<file path="src/sv/cgp_pkg.sv">
// Package for the combining glyph placer: glyph classes, word and state types.
// No dependencies; used by cgp_place and combining_glyph_placer.
package cgp_pkg;

  localparam int unsigned CoordW = 16;

  // codes at or below this value are control codes and are dropped
  localparam logic [7:0] CodeCtrlMax = 8'd31;
  // bottom-right marks sit this many rows above the base bottom
  localparam logic [CoordW-1:0] BotRightLift = 16'd2;
  // extra lift of a top dot above the base top
  localparam logic [CoordW-1:0] TopDotLift = 16'd2;

  typedef enum logic [3:0] {
    CLS_NORMAL    = 4'd0,
    CLS_CHAR      = 4'd1,
    CLS_GLUE      = 4'd2,
    CLS_LEFT      = 4'd3,
    CLS_RIGHT     = 4'd4,
    CLS_TOP_L     = 4'd5,
    CLS_TOP_C     = 4'd6,
    CLS_TOP_R     = 4'd7,
    CLS_BOT_L     = 4'd8,
    CLS_BOT_C     = 4'd9,
    CLS_BOT_R     = 4'd10,
    CLS_TOP_DOT   = 4'd11,
    CLS_BOT_R_EX  = 4'd12
  } glyph_class_e;

  typedef struct packed {
    logic       new_run;
    logic [7:0] glyph_code;
    logic [3:0] glyph_class;
    logic [7:0] glyph_width;
    logic [7:0] glyph_top;
    logic [7:0] glyph_bottom;
    logic [7:0] glue_width;
    logic [7:0] drop_offset;
  } item_t;

  typedef struct packed {
    logic [CoordW-1:0] base_left;
    logic [CoordW-1:0] base_right;
    logic [CoordW-1:0] base_top;
    logic [CoordW-1:0] base_bottom;
    logic              base_valid;
    logic [CoordW-1:0] pen_x;
    logic [CoordW-1:0] saved_pen_x;
    logic [CoordW-1:0] width_sum;
  } state_t;

  typedef struct packed {
    logic              draw_enable;
    logic [CoordW-1:0] draw_x;
    logic [CoordW-1:0] draw_y;
    logic [CoordW-1:0] run_width;
  } result_t;

endpackage

</file>
<file path="src/sv/cgp_place.sv">
// Placement logic for one glyph: next line state and the result word.
// Purely combinational; uses cgp_pkg types and class codes.
module cgp_place (
  input  cgp_pkg::item_t   item_i,
  input  cgp_pkg::state_t  state_i,
  input  logic [7:0]       gap_i,
  output cgp_pkg::state_t  state_o,
  output cgp_pkg::result_t res_o,
  output logic             emit_o
);

  always_comb begin
    cgp_pkg::state_t cur;
    cgp_pkg::state_t nxt;
    logic [15:0] w16, t16, b16, g16, d16, gap16, h16;
    logic [15:0] pen, x, y, diff, half, bot_new;
    logic draw, mark;

    cur = item_i.new_run ? '0 : state_i;
    nxt = cur;
    w16 = {8'b0, item_i.glyph_width};
    t16 = {8'b0, item_i.glyph_top};
    b16 = {8'b0, item_i.glyph_bottom};
    g16 = {8'b0, item_i.glue_width};
    d16 = {8'b0, item_i.drop_offset};
    gap16 = {8'b0, gap_i};
    h16 = b16 - t16;
    pen = cur.pen_x;
    x = '0;
    y = '0;
    draw = 1'b1;
    mark = 1'b0;
    emit_o = 1'b0;
    // centering offset: signed halving, truncated toward zero
    diff = cur.base_right - cur.base_left - w16;
    half = 16'($signed(diff + {15'b0, diff[15]}) >>> 1);
    bot_new = cur.base_bottom - d16;

    if (item_i.glyph_code > cgp_pkg::CodeCtrlMax &&
        item_i.glyph_class <= cgp_pkg::CLS_BOT_R_EX) begin
      emit_o = 1'b1;
      case (cgp_pkg::glyph_class_e'(item_i.glyph_class))
        cgp_pkg::CLS_NORMAL: begin
          x = pen;
          nxt.base_valid = 1'b0;
          pen = pen + w16 + gap16;
          nxt.width_sum = cur.width_sum + w16 + gap16;
        end
        cgp_pkg::CLS_CHAR: begin
          x = pen;
          nxt.base_left = pen;
          nxt.base_right = pen + w16;
          nxt.base_top = t16;
          nxt.base_bottom = b16;
          nxt.base_valid = 1'b1;
          pen = pen + w16 + gap16;
          nxt.width_sum = cur.width_sum + w16 + gap16;
        end
        cgp_pkg::CLS_GLUE, cgp_pkg::CLS_LEFT: begin
          x = pen;
          nxt.base_left = pen;
          nxt.base_right = pen +
            ((item_i.glyph_class == cgp_pkg::CLS_GLUE) ? w16 : g16);
          nxt.base_top = t16;
          nxt.base_bottom = b16;
          nxt.base_valid = 1'b1;
          pen = pen + g16;
          nxt.width_sum = cur.width_sum + g16;
        end
        cgp_pkg::CLS_RIGHT: begin
          pen = pen + g16 - w16;
          x = pen;
          nxt.base_left = pen + w16 - g16;
          nxt.base_right = pen + w16;
          nxt.base_top = t16;
          nxt.base_bottom = b16;
          nxt.base_valid = 1'b1;
          pen = pen + w16;
          nxt.width_sum = cur.width_sum + g16;
        end
        cgp_pkg::CLS_BOT_R: begin
          if (cur.base_valid) begin
            pen = cur.base_right - 16'd1;
            x = pen;
            y = cur.base_bottom - cgp_pkg::BotRightLift;
          end else begin
            draw = 1'b0;
          end
          nxt.base_right = cur.base_right + w16;
          pen = pen + w16 + 16'd1;
          nxt.width_sum = cur.width_sum + w16;
        end
        cgp_pkg::CLS_BOT_R_EX: begin
          if (cur.base_valid) begin
            pen = cur.base_right + g16 - w16;
            x = pen;
            y = bot_new;
          end else begin
            draw = 1'b0;
          end
          nxt.base_left = pen + w16 - g16;
          nxt.base_right = pen + w16;
          nxt.base_top = bot_new;
          nxt.base_bottom = bot_new + h16;
          nxt.base_valid = 1'b1;
          pen = pen + w16;
          nxt.width_sum = cur.width_sum + g16;
        end
        default: begin
          // top and bottom marks hang off the base box
          mark = 1'b1;
          if (!cur.base_valid) begin
            draw = 1'b0;
          end else begin
            case (cgp_pkg::glyph_class_e'(item_i.glyph_class))
              cgp_pkg::CLS_TOP_L, cgp_pkg::CLS_BOT_L: x = cur.base_left;
              cgp_pkg::CLS_TOP_R:                     x = cur.base_right - w16;
              default:                                x = cur.base_left + half;
            endcase
            case (cgp_pkg::glyph_class_e'(item_i.glyph_class))
              cgp_pkg::CLS_BOT_L, cgp_pkg::CLS_BOT_C: y = cur.base_bottom;
              cgp_pkg::CLS_TOP_DOT: y = cur.base_top - h16 - cgp_pkg::TopDotLift;
              default:              y = cur.base_top - h16;
            endcase
          end
        end
      endcase
      if (mark) begin
        nxt.pen_x = cur.saved_pen_x;
      end else begin
        nxt.pen_x = pen;
        nxt.saved_pen_x = pen;
      end
    end

    state_o = nxt;
    res_o.draw_enable = draw;
    res_o.draw_x = draw ? x : '0;
    res_o.draw_y = draw ? y : '0;
    res_o.run_width = nxt.width_sum;
  end

endmodule

</file>
<file path="src/sv/combining_glyph_placer.sv">
// Top level of the combining glyph placer: input word register, line state,
// result register and handshakes. Depends on cgp_pkg and cgp_place.
//
// Takes one glyph word per clock unless intake stalls; the word passes the input
// word register, then the result register. A full result register stalls intake
// only when the consumer also stalls. Words with a control code or an undefined
// class give no result, but their new-run flag still clears the line state. The
// line state comes combinationally from registered state, which sets that rate.
// char_gap is written through char_gap_we_i and should change only when idle.
module combining_glyph_placer (
  input  logic        clk_i,
  input  logic        rst_ni,
  input  logic        char_gap_we_i,
  input  logic [7:0]  char_gap_i,
  input  logic        in_valid_i,
  output logic        in_ready_o,
  input  logic        new_run_i,
  input  logic [7:0]  glyph_code_i,
  input  logic [3:0]  glyph_class_i,
  input  logic [7:0]  glyph_width_i,
  input  logic [7:0]  glyph_top_i,
  input  logic [7:0]  glyph_bottom_i,
  input  logic [7:0]  glue_width_i,
  input  logic [7:0]  drop_offset_i,
  output logic        out_valid_o,
  input  logic        out_ready_i,
  output logic        draw_enable_o,
  output logic [15:0] draw_x_o,
  output logic [15:0] draw_y_o,
  output logic [15:0] run_width_o
);

  logic             in_valid_q;
  cgp_pkg::item_t   item_q;
  logic             out_valid_q;
  cgp_pkg::result_t res_q;
  cgp_pkg::state_t  state_q;
  cgp_pkg::state_t  state_d;
  cgp_pkg::result_t res_d;
  logic [7:0]       gap_q;
  logic             emit;
  logic             advance;

  assign advance    = in_valid_q && (!out_valid_q || out_ready_i);
  assign in_ready_o = !in_valid_q || advance;

  cgp_place u_place (
    .item_i  (item_q),
    .state_i (state_q),
    .gap_i   (gap_q),
    .state_o (state_d),
    .res_o   (res_d),
    .emit_o  (emit)
  );

  always_ff @(posedge clk_i or negedge rst_ni) begin
    if (!rst_ni) begin
      gap_q <= '0;
    end else if (char_gap_we_i) begin
      gap_q <= char_gap_i;
    end
  end

  always_ff @(posedge clk_i or negedge rst_ni) begin
    if (!rst_ni) begin
      in_valid_q <= 1'b0;
    end else if (in_ready_o) begin
      in_valid_q <= in_valid_i;
    end
  end

  always_ff @(posedge clk_i) begin
    if (in_valid_i && in_ready_o) begin
      item_q <= '{new_run: new_run_i, glyph_code: glyph_code_i,
                  glyph_class: glyph_class_i, glyph_width: glyph_width_i,
                  glyph_top: glyph_top_i, glyph_bottom: glyph_bottom_i,
                  glue_width: glue_width_i, drop_offset: drop_offset_i};
    end
  end

  always_ff @(posedge clk_i or negedge rst_ni) begin
    if (!rst_ni) begin
      state_q <= '0;
    end else if (advance) begin
      state_q <= state_d;
    end
  end

  always_ff @(posedge clk_i or negedge rst_ni) begin
    if (!rst_ni) begin
      out_valid_q <= 1'b0;
    end else if (advance) begin
      out_valid_q <= emit;
    end else if (out_ready_i) begin
      out_valid_q <= 1'b0;
    end
  end

  always_ff @(posedge clk_i) begin
    if (advance && emit) begin
      res_q <= res_d;
    end
  end

  assign out_valid_o   = out_valid_q;
  assign draw_enable_o = res_q.draw_enable;
  assign draw_x_o      = res_q.draw_x;
  assign draw_y_o      = res_q.draw_y;
  assign run_width_o   = res_q.run_width;

  // intake stalls only when both stages hold a word
  a_stall_full: assert property (@(posedge clk_i) disable iff (!rst_ni)
    !in_ready_o |-> (in_valid_q && out_valid_q))
    else $error("intake stalled with a free stage");

  // a suppressed mark carries no coordinates
  a_suppress_zero: assert property (@(posedge clk_i) disable iff (!rst_ni)
    (out_valid_o && !draw_enable_o) |-> (draw_x_o == '0 && draw_y_o == '0))
    else $error("suppressed word has coordinates");

  // a dropped word with new-run leaves a cleared line
  a_drop_clear: assert property (@(posedge clk_i) disable iff (!rst_ni)
    (advance && !emit && item_q.new_run) |=>
      (state_q.pen_x == '0 && state_q.width_sum == '0 && !state_q.base_valid))
    else $error("new run not cleared on dropped word");

  // a dropped word never produces a result
  a_drop_silent: assert property (@(posedge clk_i) disable iff (!rst_ni)
    (advance && !emit) |=> !out_valid_o)
    else $error("result produced for dropped word");

endmodule

</file>
<file path="config.mk">
export PLATFORM = sky130hd
export DESIGN_NAME = combining_glyph_placer
export DESIGN_NICKNAME = d
export VERILOG_FILES = /design/src/sv/cgp_pkg.sv /design/src/sv/cgp_place.sv /design/src/sv/combining_glyph_placer.sv
export SDC_FILE = /design/constraint.sdc
export NUM_CORES = 1
export LEC_CHECK = 0
export BUFFER_PORTS_ARGS = -buffer_cell sky130_fd_sc_hd__buf_2
export CAP_MARGIN = 0
export CORE_MARGIN = 2
export CORE_UTILIZATION = 45
export CTS_CLUSTER_DIAMETER = 80
export DETAILED_ROUTE_END_ITERATION = 6
export HOLD_SLACK_MARGIN = 0.08
export PLACE_DENSITY_LB_ADDON = 0.2
export SLEW_MARGIN = 30
export SYNTH_ARGS = -nofsm -noshare
export SYNTH_HDL_FRONTEND = slang
export SYNTH_SLANG_ARGS = --single-unit
</file>
<file path="constraint.sdc">
create_clock -name clk_i -period 17.2 [get_ports clk_i]
set_clock_uncertainty 0.1 [all_clocks]
set_input_delay 0.86 -clock clk_i [delete_from_list [all_inputs] [get_ports clk_i]]
set_output_delay 0.86 -clock clk_i [all_outputs]
set_load 0.01 [all_outputs]
</file>
==> flow_summary_export.csv <==
group,metric,value,unit
floorplanning,core,53600,sq um
layout,drive_above_1_share,9.13,%
job,drv_cap,0,
setup_path,critPathTopFamily,"compound AO/OA/AOI/OAI gates",
layout,fin_util,49.9,%
setup_path,cp.buffers_inverters,4,
setup_path,crit_path_end_kind,"flip-flop",
clock_tree,clock_latency,0.62,ns
clock_tree,numCtsBuffers,31,
clock_tree,cts_tree,"done",
grt,grt_max_degree,69,
layout,layout.nets,3446,
setup_path,worstPathRequired,17.60,ns
route,routedWlPerCell,23.8,um
setup_path,critPathKind,"reg -> reg",
grt,grt_pass1_wl,139000,um
layout,area_growth_syn_to_layout,9.99,%
route,num_vias,24000,
setup_path,cp-start-kind,"flip-flop",
clock_tree,clk_path_buf_depth,3,
synth,ys_ff_latch,220,
sta,period_needed,8.92,ns
sta,drv_slew,0,
synth,syn_nets,3380,
clock_tree,cts-htree-levels,1,
synth,yosys_warnings,0,
run_status,status,"complete, no violations",
clock_tree,postCtsSetupBuffers,0,
synth,yosysSeqAreaShare,24.6,%
grt,grt_pass1_vias,23100,
setup_path,path_depth,30,
setup_path,r2r_cells,30,
route,drc_errors,0,
route,top_layer,"met4",
setup_path,critical_path.most_common_cell,"ha_1",
clock_tree,cts_resized,0,
sta,hold_viol,0,
sta,slew_headroom,26.6,%
synth,netlist_area,24300,sq um
grt,grt_antenna_before_repair,1,
synth,synth.distinct_cells,98,
route,wl,91600,um
setup_path,path_max_fanout,28,
pwr,p_leak,11.7,nW
clock_tree,path_clk_slew,0.06,ns
floorplanning,initial_utilization,45.4,%
clock_tree,hold_buffers,0,
setup_path,ff2ff_setup_slack,8.28,ns
synth,synth_edf_count,97,
placed_design,port-buffer-count,111,
clock_tree,clock-root-buffer,"clkbuf_16",
floorplanning,die_w,237,um
sta,finalCritPeriodShare,51.9,%
min_path,hold_path_class,"in -> async",
pwr,power_density,156,nW/um^2
floorplanning,die-area,56000,sq um
route,drt-initial-drc-count,2547,
route,wl_met2,39200,um
synth,ys_top_cells_by_area,"dfrtp_1 13%, edfxtp_1 12%, ha_1 11%, xnor2_1 6.9%, nand2_1 5.8%",
synth,avgSynthCellArea,7.94,sq um
route,drtPass1Iterations,6,
route,vias_per_cell,6.23,
synth,synth_ff_type,"dfrtp_1",
sta,rsz0062_at_grt,"false",
sta,setup_viol,0,
grt,grt_use_total,32.2,%
pwr,peakVddDrop,94.3,uV
floorplanning,die_h,237,um
setup_path,cp_data_arrival_time,9.33,ns
grt,gr-total-overflow,0,
route,met3WireLength,9000,um
synth,synth_top_area_share,12.6,%
setup_path,cp_slowest_cell,"a41oi_1",
synth,yosysTopAreaCell,"dfrtp_1",
placed_design,place_hpwl,69100,um
setup_path,slowest_delay,0.67,ns
synth,synthArstFlopShare,55.9,%
synth,netlist_instances,3065,
sta,setup_tns,0,ns
placed_design,place.gp.congestion,0.962,
sta,max_freq,0.112,GHz
route,wl_met1,41200,um
floorplanning,top_level_ports,117,
route,ant_nets,0,
sta,tightest_slew,1.07,ns
floorplanning,placementRows,85,
clock_tree,cts.sinks,220,
==> power by group <==
group          switching, mW  internal, mW
clock network          0.274         0.376
registers             0.0955         0.651
logic                   1.69          1.10
total                   2.06          2.13
==> per-stage QoR <==
stage	instances	worst slack (ns)	hold slack [ns]	area, sq um	power [mW]
final	3853	8.28	0.136	26800	4.19
after global routing	3852	7.98	0.161	26800	4.49
after CTS	3852	8.64	0.141	26800	4.13
after detailed placement	3794	8.65	0.357	25700	3.45
after global placement	3794	8.83	0.351	25700	3.40
after floorplan	3065	8.94	0.338	24300	2.77
==> logic make-up after synthesis <==
group / count (synthesis) / synth area share, %
and+or+nand+nor: 982 / 18.8
AOI/OAI and AO/OA: 961 / 25.8
buffers and inverters: 341 / 5.37
xor gates and xnor gates: 275 / 10.0
adders and majority gates: 253 / 14.0
DFF: 220 / 24.6
muxes: 33 / 1.43
==> area by class of cell <==
| type | count | area [sq um] |
|---|---|---|
| repair buffers | 170 | 1010 |
| diodes | 1 | 2.50 |
| clock buffers | 42 | 878 |
| well taps | 696 | 871 |
| multi-input cells | 2504 | 17100 |
| flip-flops and latches | 220 | 5990 |
| clock inverters | 16 | 148 |
| inverters | 204 | 769 |
| fillers | 5263 | 26800 |
==> cells in the final DEF (no fill, tap or decap), types with 36 or more instances in the layout <==
cell type / instances
o21bai_1: 40
buf_2: 110
a21o_1: 58
edfxtp_1: 97
ha_1: 217
dfrtp_1: 123
o21ai_0: 227
nor2b_1: 71
nand2_1: 373
nand3_1: 61
buf_4: 58
a221oi_1: 36
a21oi_1: 238
xor2_1: 80
o22ai_1: 51
nor2_1: 245
inv_1: 201
nor3_1: 53
xnor2_1: 193
==> registers in the layout (all words and copies together) (netlist names) <==
register and flops:
draw_enable_o 1, draw_x_o 16, draw_y_o 16, gap_q 8
in_valid_q 1, item_q 48, out_valid_o 1, run_width_o 16
state_q 113
==> cell usage after synthesis, types with 17 or more instances <==
| cell type | count |
|---|---|
| nand2b_1 | 24 |
| dfrtp_1 | 123 |
| nand2_1 | 373 |
| a211oi_1 | 30 |
| a21o_1 | 58 |
| ha_1 | 217 |
| a22o_1 | 23 |
| and3_1 | 23 |
| nand3_1 | 61 |
| or3_1 | 22 |
| edfxtp_1 | 97 |
| o21ai_0 | 227 |
| o21a_1 | 22 |
| nor2_1 | 247 |
| a21boi_0 | 17 |
| o221ai_1 | 17 |
| a21oi_1 | 238 |
| a22oi_1 | 32 |
| mux2i_1 | 18 |
| o22ai_1 | 51 |
| xnor2_1 | 193 |
| o21bai_1 | 40 |
| xor2_1 | 80 |
| a221oi_1 | 36 |
| nor3_1 | 54 |
| fa_1 | 32 |
| inv_1 | 203 |
| o211ai_1 | 18 |
| clkbuf_1 | 108 |
| nor2b_1 | 73 |
| a31oi_1 | 18 |
==> worst paths after layout <==
path / startpoint / endpoint
min in group clk_i: drop_offset_i[1] / item_q[1]$_DFFE_PP_
max in group asynchronous: rst_ni / state_q[36]$_DFFE_PN0P_
max: item_q[52]$_DFFE_PP_ / state_q[111]$_DFFE_PN0P_
min: rst_ni / state_q[68]$_DFFE_PN0P_
max reg2reg: item_q[52]$_DFFE_PP_ / state_q[111]$_DFFE_PN0P_
min reg2reg: state_q[71]$_DFFE_PN0P_ / state_q[71]$_DFFE_PN0P_
==> per-layer routing <==
layer  GRT usage (%)  vias to the layer above
li1                -                    11200
met5               0                        -
met3            5.19                      149
met1            47.2                    11500
met2            49.3                     1175
met4            8.06                        0
No activity file was read; power rests on OpenSTA's default activity.
